[src/hdl/gate_schedule_frame_check_macros.svh]
// ----------------------------------------------------------------------------
// gate schedule frame check assertion macros
// concurrent assertion wrappers, compiled out when ASSERT_OFF is set
// ----------------------------------------------------------------------------
`ifndef GATE_SCHEDULE_FRAME_CHECK_MACROS_SVH
`define GATE_SCHEDULE_FRAME_CHECK_MACROS_SVH

`ifndef ASSERT_OFF
`define GSFC_ASSERT(lbl, clk_sig, rst_sig, prop) \
	lbl: assert property (@(posedge clk_sig) disable iff (!rst_sig) prop) \
		else $error("gsfc assertion failed");
`define GSFC_ASSERT_NEVER(lbl, clk_sig, rst_sig, expr) \
	lbl: assert property (@(posedge clk_sig) disable iff (!rst_sig) !(expr)) \
		else $error("gsfc forbidden condition seen");
`else
`define GSFC_ASSERT(lbl, clk_sig, rst_sig, prop)
`define GSFC_ASSERT_NEVER(lbl, clk_sig, rst_sig, expr)
`endif

`endif

[src/hdl/gsfc_pkg.sv]
// ----------------------------------------------------------------------------
// gsfc_pkg
// shared types and constants of the gate schedule frame check
// ----------------------------------------------------------------------------
`timescale 1ns / 1ps

package gsfc_pkg;

	localparam int GSFC_LIST_DEPTH = 64;

	localparam int TS_W      = 64;
	localparam int BASE_W    = 63;
	localparam int CYC_W     = 38;
	localparam int MASK_W    = 32;
	localparam int LEN_W     = 32;
	localparam int ENT_W     = 7;
	localparam int IDX_OUT_W = 6;
	localparam int TC_W      = 4;
	localparam int CFG_IDX_W = 2;
	localparam int CFG_DAT_W = 64;
	localparam int DIV_STEPS = 64;

	localparam logic FUNC_LOAD  = 1'b0;
	localparam logic FUNC_CHECK = 1'b1;

	localparam logic [CFG_IDX_W-1:0] REG_SCHED_START    = 2'd0;
	localparam logic [CFG_IDX_W-1:0] REG_ENTRIES_IN_USE = 2'd1;

	typedef struct packed {
		logic [MASK_W-1:0] mask;
		logic [LEN_W-1:0]  interval;
	} entry_t;

	typedef struct packed {
		logic              start;
		logic [TS_W-1:0]   dividend;
		logic [CYC_W-1:0]  divisor;
	} div_req_t;

	typedef struct packed {
		logic              busy;
		logic              done;
		logic [CYC_W-1:0]  rem;
	} div_rsp_t;

	typedef enum logic [2:0] {
		ST_IDLE,
		ST_CHECK,
		ST_SUM,
		ST_LEN,
		ST_DIV,
		ST_WALK,
		ST_WRAP,
		ST_FIN
	} state_t;

endpackage

[src/hdl/gsfc_list_mem.sv]
// ----------------------------------------------------------------------------
// gsfc_list_mem
// gate control list storage, one write port and one registered read port
// ----------------------------------------------------------------------------
`timescale 1ns / 1ps

module gsfc_list_mem
	import gsfc_pkg::*;
#(
	parameter int DEPTH = GSFC_LIST_DEPTH,
	parameter int AW    = (DEPTH > 1) ? $clog2(DEPTH) : 1
) (
	input  logic          clk,
	input  logic          wr_en,
	input  logic [AW-1:0] wr_addr,
	input  entry_t        wr_data,
	input  logic          rd_en,
	input  logic [AW-1:0] rd_addr,
	output entry_t        rd_data
);

	entry_t mem_q [DEPTH];

	always_ff @(posedge clk) begin
		if (wr_en) begin
			mem_q[wr_addr] <= wr_data;
		end
	end

	always_ff @(posedge clk) begin
		if (rd_en) begin
			rd_data <= mem_q[rd_addr];
		end
	end

endmodule

[config.mk]
export PLATFORM = sky130hd
export DESIGN_NAME = gsfc_list_mem
export DESIGN_NICKNAME = d
export VERILOG_FILES = /design/src/hdl/gate_schedule_frame_check_macros.svh /design/src/hdl/gsfc_pkg.sv /design/src/hdl/gsfc_list_mem.sv
export SDC_FILE = /design/constraint.sdc
export NUM_CORES = 2
export LEC_CHECK = 0
export ABC_AREA = 0
export BUFFER_PORTS_ARGS = -buffer_cell sky130_fd_sc_hd__buf_2
export CAP_MARGIN = 20
export CELL_PAD_IN_SITES_DETAIL_PLACEMENT = 2
export CELL_PAD_IN_SITES_GLOBAL_PLACEMENT = 2
export CORE_MARGIN = 3
export CORE_UTILIZATION = 46
export CTS_CLUSTER_DIAMETER = 80
export DETAILED_ROUTE_END_ITERATION = 8
export PLACE_DENSITY_LB_ADDON = 0.1
export SYNTH_ARGS = -nofsm -noshare
export SYNTH_HDL_FRONTEND = slang
export SYNTH_SLANG_ARGS = --single-unit
[constraint.sdc]
create_clock -name clk -period 6.4 [get_ports clk]
set_input_delay 0.64 -clock clk [delete_from_list [all_inputs] [get_ports clk]]
set_output_delay 0.64 -clock clk [all_outputs]
set_load 0.02 [all_outputs]
-- Word level (Yosys, flattened, before mapping)
Memories as Yosys holds them, arrays and structs flattened. A register that Yosys moved wholly into a read port is not among the register bits.
Index checks and enable logic that the tools add are counted.
- flip-flop bits (word level): 0
- output and inout port bits: 64
- RAM bits: 4096
- memories: 1
- latch bits: 0
- memory bits (read-only): 0
- shift-type cells: 0
- eq/ne operators: 0
- reduce and logical (&&, ||, !) cells: 0
- $mul: 0
- add/subtract/negate cells: 0
- bitwise logic cells: 0
- mux-type cells: 2
- div/mod/pow operators: 0
- $lt $le $gt $ge: 0
- memory list (memory ; depth ; bits a word ; rd ports ; clocked after Yosys merged registers in ; wr ports ; line ; source):
    mem_q ; 64 ; 64 ; 1 ; 1 ; 1 ; gsfc_list_mem.sv:22 ; entry_t mem_q [DEPTH];
- operators by type and width (operator ; number):
    $mux W1 ; 2

-- Longest topological paths before layout
- depth after elaboration: 2
- gate-level depth with buffers: 9

-- Worst setup path before layout
Ideal clock, no wire load.
- path kind: input -> register
- start: input wr_addr[3]
- end: memory mem_q[48][0] in the netlist's numbering, enable pin
- slack: 0.324 ns
- data arrival time: 5.512 ns
- library setup time: 0.564 ns
- path buffers: 1
- required time: 5.836 ns
- stages on the path: 4
- cells stage by stage: clkbuf_1 -> nor2b_1 -> nand4b_1 -> nor3_1
- RTL lines (what ; line ; source):
    from (decl) ; gsfc_list_mem.sv:15 ; input logic [AW-1:0] wr_addr,
    to (decl) ; gsfc_list_mem.sv:22 ;
Straight into the memory's write port.

==> results.json <==
{
  "status": "completed",
  "max_stage_delay_ns": 0.75,
  "vias": 80837,
  "synth_cells": 6598,
  "synthFlopType": "edfxtp_1",
  "ys_seq_elements": 4160,
  "path_cells": "buf_12 > buf_4 > mux4_2 > mux2i_1 > o22ai_1 > a41oi_1 > a211oi_1",
  "ys_seq_area_share_pct": 79.57,
  "yosysWarnings": 0,
  "vdd_drop_max_mv": 0.2713,
  "grt_max_degree": 108,
  "cts_sinks": 4160,
  "wl_um": 573700,
  "clk_pin_slew_worst_paths_ns": 0.06,
  "vias_per_cell": 6.730,
  "path_buf_inv": 2,
  "hpwl_um": 285600,
  "rsz0062_at_grt": "no",
  "clk_latency_ns": 1.02,
  "initial_core_util_pct": 46.42,
  "timing.hold.ws_ns": 0.02416,
  "slew_headroom_pct": 24.17,
  "p_per_area_nw_per_um2": 327.6,
  "finish.instance_area_um2": 180200,
  "cpMaxStageDelayCell": "buf_4",
  "async_flop_share_pct": 0,
  "cts_max_level": 5,
  "grt.total_usage_pct": 33.00,
  "hold-path-cell-count": 1,
  "coreArea_um2": 338200,
  "die_area_um2": 348300,
  "critPathRequiredTime_ns": 7.07,
  "cts_setup_buffers": 0,
  "hp-class": "input pin to flip-flop",
  "final_cell_count_no_fill": 12011,
  "cts_inserted_buffers": 435,
  "num_rows": 213,
  "max_freq_ghz": 0.3137,
  "dr.pass1.iters": 6,
  "critical_path.max_fanout": 89,
  "post-route-period-util_pct": 49.82,
  "antenna_found_initial": 38,
  "p_leak_nw": 56.14,
  "die_width_um": 590.2,
  "cts_root_buffer": "clkbuf_16",
  "r2r_end": "rd_data[32]",
  "crit_path_end_kind": "flip-flop",
  "r2r-start": "mem_q[4][32]",
  "post_cts_resized": 0,
  "critical-path-top-delay-family": "buffers and inverters",
  "syn_nets": 6677,
  "cp.arrival_ns": 3.86,
  "grt_pass1_wl_um": 786200,
  "fin_setup_tns_ns": 0,
  "grt_pass1_vias": 86444,
  "dpl_cell_area_um2": 165000,
  "dp.cells": 11123,
  "overflow": 0,
  "cts_buffer_depth": 4,
  "gp_congestion": 0.7540,
  "rr_worst_depth": 4,
  "fin_crit_ns": 3.188,
  "drc": 0,
  "portBuffers": 142,
  "cts_hold_buf": 0,
  "hold_viol_final": 0,
  "tightest_slew_ns": 1.137,
  "maxCapViolCount": 0,
  "chipHeight_um": 590.2,
  "synth_edf_count": 4160,
  "syn_area_um2": 157000,
  "hold_path_end": "mem_q[19][13]",
  "ioPinCount": 143,
  "critPathLaunchType": "input pin",
  "postSynthAreaPerCell_um2": 23.79,
  "ys_types": 32,
  "finClkSkew_ns": 0.05467,
  "cts_tree": "done",
  "setup_viol": 0,
  "hold_start": "wr_data[13]",
  "drive_gt1_share_pct": 28.95,
  "final_util_pct": 53.29,
  "wl_per_cell_um": 47.76,
  "fin_nets": 7199,
  "ant_nets": 0,
  "r2r_slack_ns": 4.04,
  "syn_to_final_growth_pct": 14.80,
  "drt_iter0_drc": 11986,
  "worstSetupPathType": "input pin to flip-flop",
  "slew_violations": 0
}
[layout make-up]
cell class | instances | area, um^2
clock inverters | 255 | 2295
clock buffers | 538 | 11460
multi-input cells | 2049 | 30780
diodes | 20 | 50.05
well taps | 4515 | 5649
fillers | 28043 | 158000
repair buffers | 455 | 4995
inverters | 19 | 71.32
flip-flops and latches | 4160 | 124900
[state kept, by name, indices dropped and copies added, names as in the netlist]
name / count
mem_q: 4096
rd_data: 64
[cells in the mapped netlist, types with 3 or more instances]
library cell	n	area (um^2)
a211oi_1	63	473.0
a22o_1	88	770.7
a22oi_1	168	1261
a2bb2oi_1	19	166.4
a31oi_1	18	112.6
a41oi_1	26	227.7
and2_1	3	18.77
and3_1	64	400.4
buf_1	20	75.07
buf_2	170	850.8
buf_4	34	255.2
buf_6	6	67.56
clkbuf_1	140	525.5
edfxtp_1	4160	124900
inv_1	19	71.32
mux2i_1	135	1351
mux4_2	1024	23060
nand2_1	58	217.7
nand2b_1	11	68.82
nand3_1	45	225.2
nor2_1	112	420.4
nor2b_1	28	175.2
o221ai_1	38	332.8
o22ai_1	83	519.3
or2_2	28	175.2
or3_1	29	181.4
[per-layer routing]
metal | up-vias | routed length, um | GRT usage (%)
met5 | - | 13 | 0
met4 | 2 | 24990 | 12.44
met3 | 995 | 42370 | 4.411
met2 | 4755 | 290000 | 55.84
met1 | 45392 | 216300 | 43.90
li1 | 29693 | - | -
[cells in the final DEF, fill, tap and decap left out, types with 3 or more instances in the layout]
cell              n
a211oi_1         63
a22o_1           88
a22oi_1         168
a2bb2oi_1        19
a31oi_1          18
a41oi_1          26
and3_1           64
buf_12          141
buf_16            6
buf_2           137
buf_4           160
bufinv_16        41
clkbuf_1         94
clkbuf_16       444
clkinv_1        114
clkinv_2         72
clkinv_8          3
clkinvlp_4       12
diode_2          20
dlygate4sd3_1     9
edfxtp_1       4160
inv_1            19
inv_6            10
mux2i_1         135
mux4_2         1024
nand2_1          54
nand2b_1          8
nand3_1          45
nor2_1           47
nor2_4           65
nor2b_1          24
nor2b_4           3
o221ai_1         38
o22ai_1          83
or2_2            28
or3_1            29
[stage by stage]
step	setup slack [ns]	total power, W
2_1_floorplan	0.3240	0.03231
4_1_cts	3.218	0.05930
3_3_place_gp	2.244	0.03353
3_5_place_dp	2.193	0.03369
5_1_grt	3.098	0.06044
6_report	3.212	0.05904
[cell families after synthesis]
| group | count (synthesis) | share of synthesized area [%] |
|---|---|---|
| flip-flops | 4160 | 79.57 |
| buffers and inverters | 389 | 1.176 |
| multiplexers | 1159 | 15.55 |
| AO/OA/AOI/OAI | 504 | 2.467 |
| AND/OR/NAND/NOR | 386 | 1.235 |
[worst max path at each step]
| stage | cells after the start | to | start | slack (ns) |
|---|---|---|---|---|
| after CTS | 8 | rd_data[33] | rd_addr[0] | 3.22 |
| after floorplan | 4 | mem_q[48][0] | wr_addr[3] | 0.32 |
| after global routing | 7 | rd_data[11] | rd_addr[0] | 3.10 |
| after detailed placement | 8 | rd_data[33] | rd_addr[0] | 2.19 |
| after global placement | 8 | rd_data[33] | rd_addr[0] | 2.24 |
| final | 7 | rd_data[11] | rd_addr[0] | 3.21 |
[report_power, final]
group / switching [W] / internal (W)
sequential: 0.000131 / 0.0302
clock: 0.0115 / 0.0143
combinational: 0.00188 / 0.00103
total: 0.0135 / 0.0456
Power figures use the tool's default switching activity.
