<file path="src/hdl/gate_schedule_frame_check_macros.svh">
// ----------------------------------------------------------------------------
// gate schedule frame check assertion macros
// concurrent assertion wrappers, compiled out when ASSERT_OFF is set
// ----------------------------------------------------------------------------
`ifndef GATE_SCHEDULE_FRAME_CHECK_MACROS_SVH
`define GATE_SCHEDULE_FRAME_CHECK_MACROS_SVH

`ifndef ASSERT_OFF
`define GSFC_ASSERT(lbl, clk_sig, rst_sig, prop) \
	lbl: assert property (@(posedge clk_sig) disable iff (!rst_sig) prop) \
		else $error("gsfc assertion failed");
`define GSFC_ASSERT_NEVER(lbl, clk_sig, rst_sig, expr) \
	lbl: assert property (@(posedge clk_sig) disable iff (!rst_sig) !(expr)) \
		else $error("gsfc forbidden condition seen");
`else
`define GSFC_ASSERT(lbl, clk_sig, rst_sig, prop)
`define GSFC_ASSERT_NEVER(lbl, clk_sig, rst_sig, expr)
`endif

`endif

</file>
<file path="src/hdl/gsfc_pkg.sv">
// ----------------------------------------------------------------------------
// gsfc_pkg
// shared types and constants of the gate schedule frame check
// ----------------------------------------------------------------------------
`timescale 1ns / 1ps

package gsfc_pkg;

	localparam int GSFC_LIST_DEPTH = 64;

	localparam int TS_W      = 64;
	localparam int BASE_W    = 63;
	localparam int CYC_W     = 38;
	localparam int MASK_W    = 32;
	localparam int LEN_W     = 32;
	localparam int ENT_W     = 7;
	localparam int IDX_OUT_W = 6;
	localparam int TC_W      = 4;
	localparam int CFG_IDX_W = 2;
	localparam int CFG_DAT_W = 64;
	localparam int DIV_STEPS = 64;

	localparam logic FUNC_LOAD  = 1'b0;
	localparam logic FUNC_CHECK = 1'b1;

	localparam logic [CFG_IDX_W-1:0] REG_SCHED_START    = 2'd0;
	localparam logic [CFG_IDX_W-1:0] REG_ENTRIES_IN_USE = 2'd1;

	typedef struct packed {
		logic [MASK_W-1:0] mask;
		logic [LEN_W-1:0]  interval;
	} entry_t;

	typedef struct packed {
		logic              start;
		logic [TS_W-1:0]   dividend;
		logic [CYC_W-1:0]  divisor;
	} div_req_t;

	typedef struct packed {
		logic              busy;
		logic              done;
		logic [CYC_W-1:0]  rem;
	} div_rsp_t;

	typedef enum logic [2:0] {
		ST_IDLE,
		ST_CHECK,
		ST_SUM,
		ST_LEN,
		ST_DIV,
		ST_WALK,
		ST_WRAP,
		ST_FIN
	} state_t;

endpackage

</file>
<file path="src/hdl/gsfc_rem_div.sv">
// ----------------------------------------------------------------------------
// gsfc_rem_div
// restoring remainder unit, one dividend bit per cycle
// ----------------------------------------------------------------------------
`timescale 1ns / 1ps
`include "gate_schedule_frame_check_macros.svh"

module gsfc_rem_div
	import gsfc_pkg::*;
(
	input  logic     clk,
	input  logic     arst_n,
	input  div_req_t req,
	output div_rsp_t rsp
);

	localparam int CNT_W = $clog2(DIV_STEPS);

	logic [TS_W-1:0]  dvd_q;
	logic [CYC_W-1:0] dsr_q;
	logic [CYC_W-1:0] rem_q;
	logic [CNT_W-1:0] cnt_q;
	logic             busy_q;
	logic             done_q;
	logic [CYC_W:0]   shifted;
	logic             fits;

	assign shifted = {rem_q, dvd_q[TS_W-1]};
	assign fits    = shifted >= {1'b0, dsr_q};

	always_ff @(posedge clk or negedge arst_n) begin
		if (!arst_n) begin
			busy_q <= 1'b0;
			done_q <= 1'b0;
			cnt_q  <= '0;
		end else if (req.start) begin
			busy_q <= 1'b1;
			done_q <= 1'b0;
			cnt_q  <= '0;
		end else if (busy_q) begin
			cnt_q <= cnt_q + 1'b1;
			if (cnt_q == CNT_W'(DIV_STEPS - 1)) begin
				busy_q <= 1'b0;
				done_q <= 1'b1;
			end
		end else begin
			done_q <= 1'b0;
		end
	end

	always_ff @(posedge clk) begin
		if (req.start) begin
			dvd_q <= req.dividend;
			dsr_q <= req.divisor;
			rem_q <= '0;
		end else if (busy_q) begin
			dvd_q <= {dvd_q[TS_W-2:0], 1'b0};
			rem_q <= fits ? CYC_W'(shifted - {1'b0, dsr_q}) : CYC_W'(shifted);
		end
	end

	assign rsp.busy = busy_q;
	assign rsp.done = done_q;
	assign rsp.rem  = rem_q;

	`GSFC_ASSERT(a_start_sets_busy, clk, arst_n, req.start |=> busy_q)
	`GSFC_ASSERT_NEVER(a_start_while_busy, clk, arst_n, req.start && busy_q)
	`GSFC_ASSERT(a_rem_below_divisor, clk, arst_n, done_q |-> (rem_q < dsr_q))

endmodule

</file>
<file path="config.mk">
export PLATFORM = sky130hd
export DESIGN_NAME = gsfc_rem_div
export DESIGN_NICKNAME = d
export VERILOG_FILES = /design/src/hdl/gsfc_pkg.sv /design/src/hdl/gsfc_rem_div.sv
export VERILOG_INCLUDE_DIRS = /design/src /design/src/hdl
export SDC_FILE = /design/constraint.sdc
export NUM_CORES = 1
export LEC_CHECK = 0
export BUFFER_PORTS_ARGS = -buffer_cell sky130_fd_sc_hd__buf_2
export CAP_MARGIN = 15
export CORE_MARGIN = 2
export CORE_UTILIZATION = 51
export DETAILED_ROUTE_END_ITERATION = 8
export HOLD_SLACK_MARGIN = 0.1
export PLACE_DENSITY = 0.7
export SYNTH_ARGS = -nofsm -noshare
export SYNTH_HDL_FRONTEND = slang
export SYNTH_SLANG_ARGS = --single-unit
</file>
<file path="constraint.sdc">
create_clock -name clk -period 4.99 [get_ports clk]
set_clock_uncertainty 0.15 [all_clocks]
set_input_delay 0.998 -clock clk [delete_from_list [all_inputs] [get_ports clk]]
set_output_delay 0.998 -clock clk [all_outputs]
set_load 0.005 [all_outputs]
</file>
Word level (Yosys, flattened, before mapping)
Index checks and enable logic that the tools add are counted.

Register bits after elaboration: 148. Latch bits: 0. RAM bits: 0. Memory bits (read-only): 0. Input bits: 105. Output and inout bits: 40. Word-level logic and storage cells: 23. Memories: 0.

Add/subtract/negate cells: 2. $mul: 0. Div/mod/pow operators: 0. Magnitude comparators: 1. Equality and inequality tests: 2. Shift-type cells: 0. Muxes and demuxes: 11. Bitwise operators: 0. Reduce and logical (&&, ||, !) cells: 1.

Operators with widths (count): 64-bit 2-to-1 mux (2); 39-bit by 38-bit >= comparator with 1-bit output (1); 38-bit 2-to-1 mux (1); 38-bit subtractor (1); 6-bit 2-to-1 mux (2); 6-bit by 1-bit adder with 6-bit output, second input constant (1); 6-bit equality test, second input constant (1); 1-bit 2-to-1 mux (6); 3-bit by 2-bit != test with 1-bit output, second input constant (1); 2-bit nonzero test (1).

Longest topological paths before layout
Gate-level depths: netlist of run 1.

Word-level depth: 4. Mapped depth: 13. Gate-level depth less buffers: 11.

Least setup slack after synthesis of run 1
Ideal clock, no wire load.

Path kind: input to register. Start point: in req[102] in the netlist's numbering. End point: reg dvd_q[0], enable pin. Setup time: 0.418 ns. Data arrival time: 3.142 ns. Data required time: 4.422 ns. Setup slack: 1.280 ns. Cell stages on the path: 5. Buffers on the path: 3. Cell sequence: clkbuf_1 clkbuf_1 buf_1 nor2_1 inv_1.

Longest elaborated chain between the ends: 1.

Ends and longest elaborated chain: start: declaration (RTL line gsfc_rem_div.sv:13) `input div_req_t req,`; 2-bit nonzero test (no source line); end signal: assignment (RTL line gsfc_rem_div.sv:53) `dvd_q <= req.dividend;`; end signal: assignment (RTL line gsfc_rem_div.sv:57) `dvd_q <= {dvd_q[TS_W-2:0], 1'b0};`; end: declaration (RTL line gsfc_rem_div.sv:19) `logic [TS_W-1:0] dvd_q;`.

No other way between the ends. A chain may end at the register's enable or synchronous reset.

Final worst setup path of run 1
Start point: reg dsr_q[14]. End point: reg rem_q[24].

Longest elaborated chain between the ends: 2. Elaborated cells on any way between the ends: 3. Those cells by class: add/sub (1); order compare (1); mux (1).

Ends and longest elaborated chain: start: declaration (RTL line gsfc_rem_div.sv:20) `logic [CYC_W-1:0] dsr_q;`; start signal: assignment (RTL line gsfc_rem_div.sv:54) `dsr_q <= req.divisor;`; 38-bit subtractor / 39-bit by 38-bit >= comparator with 1-bit output (equally long branches) (RTL line gsfc_rem_div.sv:58, gsfc_rem_div.sv:29); 38-bit 2-to-1 mux * (RTL line gsfc_rem_div.sv:58) `rem_q <= fits ? CYC_W'(shifted - {1'b0, dsr_q}) : CYC_W'(shifted);`; end signal: assignment (RTL line gsfc_rem_div.sv:58); end: declaration (RTL line gsfc_rem_div.sv:21) `logic [CYC_W-1:0] rem_q;`.

Mark *: on every way between the ends. The rest lies on a longest branch, timed or not.

==> results of run 1 <==
## routing by layer
layer | GRT usage (%) | vias to the layer above
li1 | - | 3161
met1 | 29.81 | 2949
met2 | 35.69 | 230
met3 | 7.958 | 20
met4 | 5.072 | 2
met5 | 0 | -
## Yosys cell counts (10+ instances only)
| library cell | count |
|---|---|
| edfxtp_1 | 102 |
| nand2_1 | 87 |
| mux2_2 | 65 |
| nor2_1 | 63 |
| inv_1 | 52 |
| a21oi_1 | 46 |
| ha_1 | 39 |
| dfxtp_1 | 38 |
| clkbuf_1 | 30 |
| o21ai_0 | 29 |
| a311oi_1 | 26 |
| xnor2_1 | 16 |
| xor2_1 | 16 |
| nand3_1 | 13 |
| nand4_1 | 11 |
| nor3_1 | 11 |
| a21o_1 | 10 |
## through the flow
stage / setup slack [ns] / area [um2] / total power [mW] / instances
floorplan: 1.280 / 8320 / 2.943 / 794
global placement: 1.555 / 9169 / 3.405 / 1116
detailed placement: 1.433 / 9169 / 3.417 / 1116
CTS: 1.409 / 9778 / 4.761 / 1148
global route: 1.126 / 9778 / 5.043 / 1148
finish: 1.392 / 9778 / 4.742 / 1148
## kinds of logic after synthesis
logic type / after synthesis / share of synthesized area, %
simple gates: 228 / 12.65
compound gates: 177 / 14.95
buf+inv: 97 / 4.917
xor+xnor: 32 / 3.368
mux: 72 / 9.654
fa+ha+maj: 40 / 6.105
flops: 148 / 48.36
## critical path, delay by kind of cell, from the launching register on
| kind | cells | cell delay, ns |
|---|---|---|
| fa+ha+maj | 1 | 0.47 |
| compound gates | 5 | 1.36 |
| flops | 1 | 0.32 |
| simple gates | 3 | 0.77 |
| buf+inv | 2 | 0.42 |
## cell type report
type,count,area [um2]
clock buffer,17,425.4
clock inverter,15,183.9
fill,1362,6165
inverter,53,198.9
multi-input combinational,549,3894
sequential,148,4025
tap,216,270.3
timing repair buffer,150,780.7
## power breakdown
| group | total (mW) | leakage (nW) | internal (mW) | switching [mW] |
|---|---|---|---|---|
| logic | 1.73 | 2.41 | 0.729 | 1.01 |
| clock network | 1.33 | 0.295 | 0.762 | 0.569 |
| registers | 1.68 | 1.46 | 1.52 | 0.155 |
## registers in the layout (all words and copies together), names as in the netlist
| register | cells |
|---|---|
| dsr_q | 38 |
| busy_q | 1 |
| done_q | 1 |
| dvd_q | 64 |
| cnt_q | 6 |
| rem_q | 38 |
## worst max-delay path by stage
| stage | end | depth (start not counted) | from |
|---|---|---|---|
| floorplan | dvd_q[0]$_SDFFCE_PN0P_ | 5 | req[102] |
| global placement | rem_q[1]$_SDFFE_PP0P_ | 11 | dsr_q[14]$_DFFE_PP_ |
| detailed placement | rem_q[1]$_SDFFE_PP0P_ | 11 | dsr_q[14]$_DFFE_PP_ |
| CTS | rem_q[24]$_SDFFE_PP0P_ | 11 | dsr_q[14]$_DFFE_PP_ |
| global route | rem_q[24]$_SDFFE_PP0P_ | 11 | dsr_q[14]$_DFFE_PP_ |
| finish | rem_q[24]$_SDFFE_PP0P_ | 11 | dsr_q[14]$_DFFE_PP_ |
==> qor.csv, run 1 <==
stage,metric,value,unit
outcome,status,completed,
finish,"commonest non-fill, non-tap cell in the layout",buf_2,
die,Die Ht,131.7,um
sta,Rel. slew slack,42.93,%
clock_network,Post CTS Setup Buffer Count,0,
setup_path,Setup crit end kind,register,
setup_path,CP Max Fanout,27,
yosys,Gate Count Post-Synth,794,
sta,hold slack,0.2517,ns
setup_path,WS Path Type,register to register,
setup_path,CP Cell Sequence,inv_1 -> ha_1 -> nand4_1 -> a2111oi_2 -> o21ai_1 -> a31oi_4 -> and4_4 -> or3_1 -> buf_4 -> o2111ai_1 -> a311oi_1,
setup_path,crit-path max cell delay,0.47,ns
grt,antenna violations before repair,1,
die,die area,17350,um2
finish,antenna cells,0,
yosys,synthesized cell area,8320,um2
yosys,Most used DFF post-synth,edfxtp_1,
die,io pins,145,
setup_path,R2R Path Start,dsr_q[14]$_DFFE_PP_,
grt,GRT overflow,0,
finish,share of cells above drive strength 1,28.33,%
clock_network,TritonCTS clock tree,built,
yosys,share of the synthesized area in the top cell type,36.81,%
clock_network,total clock buffers created by CTS,17,
detailed_routing,drt pass-1 iters,5,
grt,global-route wire length before repair,31390,um
yosys,Yosys top cell by area,edfxtp_1,
setup_path,flop2flop setup slack,1.39,ns
sta,Final Hold Vio Count,0,
clock_network,cts hold-fix bufs,0,
setup_path,R2R depth,11,
detailed_routing,final wirelength,19000,um
placement,gpl congestion,0.9383,
yosys,"Seq/Total Area, Yosys",48.36,%
sta,max frequency,277.9,MHz
sta,setup violators final,0,
setup_path,CP Data Arrival Time,3.78,ns
placement,DP HPWL,13580,um
setup_path,Crit-path slowest cell,ha_1,
grt,largest net degree at the start of global routing,100,
die,Site Rows,46,
detailed_routing,Antenna Nets Post-Route,0,
sta,"Slew Viols, Final",0,
clock_network,cts repair resizes,0,
setup_path,worst reg2reg path endpoint,rem_q[24]$_SDFFE_PP0P_,
power_and_ir_drop,VDD IR max,314.4,uV
yosys,"top cells by area, synth","edfxtp_1 (37%), dfxtp_1 (9.1%), mux2_2 (8.8%), ha_1 (5.9%), nand2_1 (3.9%)",
die,Core Footprint,15940,um2
setup_path,crit path launch type,register,
clock_network,CTS root buf,clkbuf_16,
die,Die W,131.7,um
detailed_routing,Vias/cell,5.542,
detailed_routing,DR WL met2,8776,um
grt,Total Routing Usage GR,22.48,%
yosys,Synth warnings,0,
clock_network,clock sinks,148,
sta,RSZ-0062 raised after global routing,no,
detailed_routing,max layer used,met5,
min_path,worst hold path class,primary input to async pin,
detailed_routing,drc violations,0,
clock_network,Skew-Pair Late Insertion Delay,0.43,ns
power_and_ir_drop,leakage,4.168,nW
placement,port bufs,144,
sta,setup TNS,0,ns
sta,Final min period,3.598,ns
power_and_ir_drop,pwr dens,484.9,nW/um2
sta,Worst Tran Pin Value,0.8533,ns
yosys,Post-synth EDFFs,102,
yosys,syn nets,939,
job,# Max-Cap Violations,0,
yosys,Post-synth ARST share,5.405,%
grt,vias in the first global route,6229,
die,Starting Density,52.19,%
yosys,library cells used by synthesis,69,
detailed_routing,DRT iter0 DRCs,412,
finish,most frequent cells in the layout,"buf_2 (143), edfxtp_1 (102), nand2_1 (87), mux2_2 (65), nor2_1 (63)",
detailed_routing,DR vias,6362,
clock_network,CTS Buffer Depth,2,
sta,Final Cycle Share,72.11,%
detailed_routing,WL/cell,16.55,um
finish,fin util,61.33,%
finish,Layout Area Growth over Synthesis,17.52,%
clock_network,Worst-path clk slew,0.07,ns
detailed_routing,met1 wire length,8471,um
finish,Final nets,1064,
yosys,syn_area_per_cell,10.48,um2
yosys,post-synthesis register bit count,148,
clock_network,H-tree level count,4,
detailed_routing,routed wl met3,1532,um
setup_path,CP required,5.17,ns
Note: power is estimated with default switching activity, not from simulation.
==> run 2: changes to the inputs <==
clock period = 3.6 ns   (was 4.99 ns; I/O delays follow)
==> run 2 against run 1 <==
  * Hold slack gained 0.050 ns
  * Global-route usage grew 0.32 points
  * Wire length grew 2.2%
  * Non-clock buffer count grew 12
  * Sequential share of layout area shrank 0.32 points
  * Largest power group unchanged
  * Die area is the same
  * Cell area grew 0.79%
==> qor.csv, run 2 (same netlist as run 1, synthesis figures left out) <==
stage,metric,value,unit,change
die,Core Footprint,15940,um2,unchanged
die,Starting Density,52.19,%,unchanged
finish,Final nets,1076,,was 1064
die,die area,17350,um2,unchanged
clock_network,TritonCTS clock tree,built,,unchanged
finish,Finished Cell Area,9856,um2,was 9778 um2
job,# Max-Cap Violations,0,,unchanged
min_path,worst hold path class,primary input to register,,was primary input to async pin
detailed_routing,Vias/cell,5.584,,was 5.542
setup_path,CP Data Arrival Time,3.46,ns,was 3.78 ns
min_path,min-delay src,req[5],,
finish,"Most flops, register",dvd_q,,unchanged
setup_path,crit path launch type,register,,unchanged
placement,port bufs,144,,unchanged
setup_path,Stages on worst setup path,11,,unchanged
power_and_ir_drop,VDD IR max,371.0,uV,was 314.4 uV
setup_path,top cell family by delay on the critical path,compound AO/OA/AOI/OAI gates,,unchanged
die,Die Ht,131.7,um,unchanged
clock_network,clock sinks,148,,unchanged
finish,largest registers,"dvd_q: 64 flops, dsr_q: 38 flops, rem_q: 38 flops",,unchanged
detailed_routing,drt pass-1 iters,5,,unchanged
detailed_routing,WL/cell,16.74,um,was 16.55 um
grt,Total Routing Usage GR,22.80,%,was 22.48%
detailed_routing,max layer used,met5,,unchanged
detailed_routing,drc violations,0,,unchanged
sta,setup violators final,0,,unchanged
clock_network,CTS root buf,clkbuf_16,,unchanged
setup_path,worst reg2reg path endpoint,rem_q[26]$_SDFFE_PP0P_,,was rem_q[24]$_SDFFE_PP0P_
clock_network,total clock buffers created by CTS,17,,unchanged
clock_network,cts repair resizes,0,,unchanged
min_path,hold endpoint,dsr_q[5]$_DFFE_PP_,,
grt,global-route wire length before repair,31660,um,was 31390 um
outcome,status,completed,,unchanged
power_and_ir_drop,pwr dens,665.8,nW/um2,was 484.9 nW/um2
finish,antenna cells,0,,unchanged
setup_path,WP buf/inv,1,,was 2
setup_path,R2R depth,11,,unchanged
clock_network,H-tree level count,4,,unchanged
setup_path,Most common cell on crit path,a21oi_1,,
sta,Final Hold Vio Count,0,,unchanged
min_path,hold path depth,1,,
sta,setup TNS,0,ns,unchanged
sta,RSZ-0062 raised after global routing,no,,unchanged
setup_path,CP Cell Sequence,inv_1 -> ha_1 -> fa_1 -> nand2b_1 -> a21oi_1 -> o41ai_1 -> a31o_2 -> a21oi_1 -> a41oi_1 -> xor2_1 -> o21ai_0,,was inv_1 -> ha_1 -> nand4_1 -> a2111oi_2 -> o21ai_1 -> a31oi_4 -> and4_4 -> or3_1 -> buf_4 -> o2111ai_1 -> a311oi_1
finish,Layout Area Growth over Synthesis,18.45,%,was 17.52%
setup_path,CP Max Fanout,4,,was 27
placement,gpl congestion,0.9520,,was 0.9383
clock_network,Worst-path clk slew,0.07,ns,about the same
clock_network,Skew-Pair Late Insertion Delay,0.44,ns,was 0.43 ns
setup_path,Setup crit end kind,register,,unchanged
detailed_routing,final wirelength,19420,um,was 19000 um
detailed_routing,DR vias,6478,,was 6362
sta,Rel. slew slack,47.97,%,was 42.93%
detailed_routing,met1 wire length,8684,um,was 8471 um
finish,most frequent cells in the layout,"buf_2 (143), edfxtp_1 (102), nand2_1 (87), mux2_2 (65), nor2_1 (63)",,unchanged
setup_path,crit-path max cell delay,0.73,ns,was 0.47 ns
clock_network,CTS Buffer Depth,2,,unchanged
finish,"commonest non-fill, non-tap cell in the layout",buf_2,,unchanged
grt,vias in the first global route,6365,,was 6229
sta,max frequency,302.5,MHz,was 277.9 MHz
clock_network,Post CTS Setup Buffer Count,0,,unchanged
sta,"Slew Viols, Final",0,,unchanged
placement,DP HPWL,14200,um,was 13580 um
grt,largest net degree at the start of global routing,93,,was 100
setup_path,Crit-path slowest cell,o41ai_1,,was ha_1
finish,fill cell count,1369,,was 1362
power_and_ir_drop,Total Power,6.562,mW,was 4.742 mW
setup_path,R2R Path Start,dvd_q[63]$_DFFE_PP_,,was dsr_q[14]$_DFFE_PP_
sta,Final min period,3.306,ns,was 3.598 ns
die,Die W,131.7,um,unchanged
sta,Worst Tran Pin Value,0.7704,ns,was 0.8533 ns
detailed_routing,DR WL met2,8885,um,was 8776 um
detailed_routing,Antenna Nets Post-Route,0,,unchanged
setup_path,CP required,3.76,ns,was 5.17 ns
die,io pins,145,,unchanged
detailed_routing,DRT iter0 DRCs,351,,was 412
finish,share of cells above drive strength 1,29.13,%,was 28.33%
grt,GRT overflow,0,,unchanged
power_and_ir_drop,leakage,4.224,nW,was 4.168 nW
setup_path,WS Path Type,register to register,,unchanged
sta,Final Cycle Share,91.84,%,was 72.11%
grt,antenna violations before repair,2,,was 1
finish,max reg flops,64,,unchanged
die,Site Rows,46,,unchanged
setup_path,flop2flop setup slack,0.29,ns,was 1.39 ns
placement,Placed Area,9264,um2,was 9169 um2
detailed_routing,routed wl met3,1486,um,was 1532 um
run 2: cell types whose count changed in the layout (fill, tap and decap cells not counted), sizes merged:
cell         before  now
buf             150  161
bufinv            2    0
clkinv            2    4
clkinvlp          2    1
dlygate4sd3       0    1
inv              62   63
run 2: per-stage QoR:
| stage | hold slack, ns | setup WS (ns) | cells | utilization [%] |
|---|---|---|---|---|
| after CTS | 0.2906 | 0.3645 | 1160 | 61.82 |
| after global placement | 0.3441 | 0.4036 | 1127 | 58.11 |
| after detailed placement | 0.3466 | 0.4056 | 1127 | 58.11 |
| after floorplan | 0.2744 | 0.1683 | 794 | - |
| after global routing | 0.2855 | 0.03143 | 1160 | 61.82 |
| final | 0.3017 | 0.2937 | 1160 | 61.82 |
run 2: final cells by class:
class	count	area, um2	share of cell area [%]
sequential	148	4025	40.84
multi-input combinational	549	3894	39.51
timing repair buffer	162	885.9	8.988
clock buffer	17	425.4	4.316
tap	216	270.3	2.742
inverter	53	198.9	2.019
clock inverter	15	156.4	1.587
run 2: per-layer routing:
layer  global-route usage [%]  vias to the layer above
li1                         -                     3202
met1                    29.08                     3045
met2                    36.53                      194
met3                    8.074                       35
met4                    7.186                        2
met5                        0                        -
run 2: what timing repair did:
item | CTS | global route
endpoints found under the setup margin | 0 | 0
hold buffers | 1 | 0
hold endpoints to repair | 8 | 0
run 2: power by group:
part	switching [mW]	leakage, nW	total (mW)	internal, mW
sequential	0.211	1.46	2.32	2.11
clock	0.828	0.286	1.76	0.930
combinational	1.43	2.47	2.48	1.06
run 2: how the worst max path moves through the flow:
stage	from	to	slack, ns
2_1_floorplan	req[102]	dvd_q[0]$_SDFFCE_PN0P_	0.17
3_3_place_gp	dvd_q[63]$_DFFE_PP_	rem_q[26]$_SDFFE_PP0P_	0.40
3_5_place_dp	rem_q[12]$_SDFFE_PP0P_	rem_q[20]$_SDFFE_PP0P_	0.41
4_1_cts	dvd_q[63]$_DFFE_PP_	rem_q[26]$_SDFFE_PP0P_	0.36
5_1_grt	dvd_q[63]$_DFFE_PP_	rem_q[26]$_SDFFE_PP0P_	0.03
6_report	dvd_q[63]$_DFFE_PP_	rem_q[26]$_SDFFE_PP0P_	0.29
run 2: worst register-to-register path, stage by stage, from the launching register on:
cell and delay (ns):
edfxtp_1 0.36, inv_1 0.08, ha_1 0.17, fa_1 0.20, nand2b_1 0.14, a21oi_1 0.09, o41ai_1 0.73, a31o_2 0.35
a21oi_1 0.22, a41oi_1 0.37, xor2_1 0.22, o21ai_0 0.12
==> run 3: changes to the inputs <==
==> constraint.sdc (replaced) <==
create_clock -name clk -period 3.6 [get_ports clk]
set_clock_uncertainty 0.15 [all_clocks]
set_input_delay 1.08 -clock clk [delete_from_list [all_inputs] [get_ports clk]]
set_output_delay 1.08 -clock clk [all_outputs]
set_load 0.005 [all_outputs]
==> run 3 against run 2 <==
  * Via count rose by 0.77%
  * Critical endpoint is now rem_q[20]$_SDFFE_PP0P_
  * Combinational power barely moved
  * Die area did not move
  * Clock power barely moved
  * Sequential cell count did not move
  * Largest power group unchanged
  * Cell area fell by 0.36%
  * Sequential power barely moved
  * Register-to-register slack barely moved
==> qor.csv, run 3 (same netlist as run 1, synthesis figures left out) <==
stage,metric,value,unit,change
outcome,status,completed,,unchanged
setup_path,crit path launch type,register,,unchanged
detailed_routing,Vias/cell,5.632,,was 5.584
finish,"Most flops, register",dvd_q,,unchanged
detailed_routing,final wirelength,19760,um,was 19420 um
clock_network,CTS root buf,clkbuf_16,,unchanged
placement,DP HPWL,14130,um,was 14200 um
detailed_routing,DRT iter0 DRCs,510,,was 351
sta,hold slack,0.3383,ns,was 0.3017 ns
finish,Final nets,1074,,was 1076
die,Starting Density,52.19,%,unchanged
sta,max frequency,301.5,MHz,was 302.5 MHz
clock_network,cts repair resizes,0,,unchanged
finish,largest registers,"dvd_q: 64 flops, dsr_q: 38 flops, rem_q: 38 flops",,unchanged
grt,antenna violations before repair,1,,was 2
clock_network,TritonCTS clock tree,built,,unchanged
clock_network,H-tree level count,4,,unchanged
setup_path,WS Path Type,register to register,,unchanged
sta,Final Cycle Share,92.14,%,was 91.84%
power_and_ir_drop,VDD IR max,448.0,uV,was 371.0 uV
grt,global-route wire length before repair,32100,um,was 31660 um
setup_path,CP required,3.78,ns,was 3.76 ns
detailed_routing,drt pass-1 iters,6,,was 5
detailed_routing,Antenna Nets Post-Route,0,,unchanged
clock_network,CTS Buffer Depth,2,,unchanged
grt,largest net degree at the start of global routing,65,,was 93
die,die area,17350,um2,unchanged
sta,Worst Tran Pin Value,0.8162,ns,was 0.7704 ns
grt,vias in the first global route,6359,,was 6365
sta,RSZ-0062 raised after global routing,no,,unchanged
job,# Max-Cap Violations,0,,unchanged
finish,share of cells above drive strength 1,28.98,%,was 29.13%
finish,Layout Area Growth over Synthesis,18.03,%,was 18.45%
detailed_routing,WL/cell,17.05,um,was 16.74 um
detailed_routing,DR vias,6528,,was 6478
die,Site Rows,46,,unchanged
clock_network,cts hold-fix bufs,0,,was 1
clock_network,Worst-path clk slew,0.07,ns,about the same
finish,most frequent cells in the layout,"buf_2 (143), edfxtp_1 (102), nand2_1 (87), mux2_2 (65), nor2_1 (63)",,unchanged
sta,Rel. slew slack,44.87,%,was 47.97%
clock_network,Post CTS Setup Buffer Count,0,,unchanged
clock_network,Skew-Pair Late Insertion Delay,0.43,ns,was 0.44 ns
min_path,worst hold path class,primary input to async pin,,was primary input to register
sta,setup TNS,0,ns,unchanged
power_and_ir_drop,pwr dens,671.6,nW/um2,was 665.8 nW/um2
die,io pins,145,,unchanged
setup_path,CP Max Fanout,23,,was 4
clock_network,clock sinks,148,,unchanged
sta,Final Hold Vio Count,0,,unchanged
finish,fill cell count,1387,,was 1369
sta,Final min period,3.317,ns,was 3.306 ns
finish,"commonest non-fill, non-tap cell in the layout",buf_2,,unchanged
detailed_routing,drc violations,0,,unchanged
setup_path,Setup crit end kind,register,,unchanged
setup_path,CP Data Arrival Time,3.49,ns,was 3.46 ns
finish,fin util,61.60,%,was 61.82%
placement,gpl congestion,0.9561,,was 0.9520
placement,port bufs,144,,unchanged
grt,GRT overflow,0,,unchanged
power_and_ir_drop,leakage,4.199,nW,was 4.224 nW
setup_path,R2R depth,10,,was 11
die,Die Ht,131.7,um,unchanged
die,Core Footprint,15940,um2,unchanged
finish,max reg flops,64,,unchanged
sta,setup violators final,0,,unchanged
die,Die W,131.7,um,unchanged
clock_network,total clock buffers created by CTS,17,,unchanged
grt,Total Routing Usage GR,23.14,%,was 22.80%
sta,"Slew Viols, Final",0,,unchanged
run 3: final timing paths:
kind | from | endpoint | slack, ns
worst min-delay path | arst_n | cnt_q[2]$_DFFE_PN0P_ | 0.34
min in group clk | rem_q[23]$_SDFFE_PP0P_ | rem_q[23]$_SDFFE_PP0P_ | 0.36
worst min register to register | rem_q[23]$_SDFFE_PP0P_ | rem_q[23]$_SDFFE_PP0P_ | 0.36
worst max register to register | rem_q[12]$_SDFFE_PP0P_ | rem_q[20]$_SDFFE_PP0P_ | 0.28
worst max-delay path | rem_q[12]$_SDFFE_PP0P_ | rem_q[20]$_SDFFE_PP0P_ | 0.28
max in group asynchronous | arst_n | busy_q$_DFF_PN0_ | 2.77
run 3: stage by stage:
stage / setup slack, ns / total power, mW / instances / cell area [um2]
finish: 0.2830 / 6.596 / 1159 / 9821
global route: 0.03434 / 7.012 / 1158 / 9818
detailed placement: 0.3424 / 4.801 / 1126 / 9235
CTS: 0.3051 / 6.612 / 1158 / 9818
global placement: 0.3943 / 4.789 / 1126 / 9235
floorplan: 0.1666 / 4.080 / 794 / 8324
run 3: metal layers:
layer / part of all wire, % / global-route usage [%] / vias up
li1: - / - / 3200
met4: 1.5 / 6.159 / 0
met2: 46 / 35.72 / 236
met3: 8.5 / 8.535 / 21
met5: 0 / 0 / -
met1: 44 / 30.93 / 3071
run 3: area by class of cell:
| class | instances | area, um2 | area share, % |
|---|---|---|---|
| sequential | 148 | 4025 | 40.99 |
| antenna | 1 | 2.502 | 0.02548 |
| tap | 216 | 270.3 | 2.752 |
| clock buffer | 18 | 429.2 | 4.370 |
| inverter | 53 | 202.7 | 2.064 |
| timing repair buffer | 160 | 843.3 | 8.587 |
| multi-input combinational | 549 | 3894 | 39.65 |
| clock inverter | 14 | 153.9 | 1.567 |
run 3: where the power goes:
group	leakage [nW]	internal (mW)	total, mW	switching (mW)
Clock	0.282	0.987	1.79	0.801
Sequential	1.46	2.11	2.32	0.212
Combinational	2.45	1.05	2.49	1.44
Total	4.20	4.14	6.60	2.45
run 3: critical path: stages (launching register included):
cell	delay [ns]
dfxtp_1	0.35
ha_1	0.48
nand4_1	0.19
a2111oi_2	0.35
o21ai_1	0.20
a31oi_4	0.37
and4_4	0.29
or3_1	0.12
buf_4	0.29
nand3_1	0.16
a311oi_1	0.27
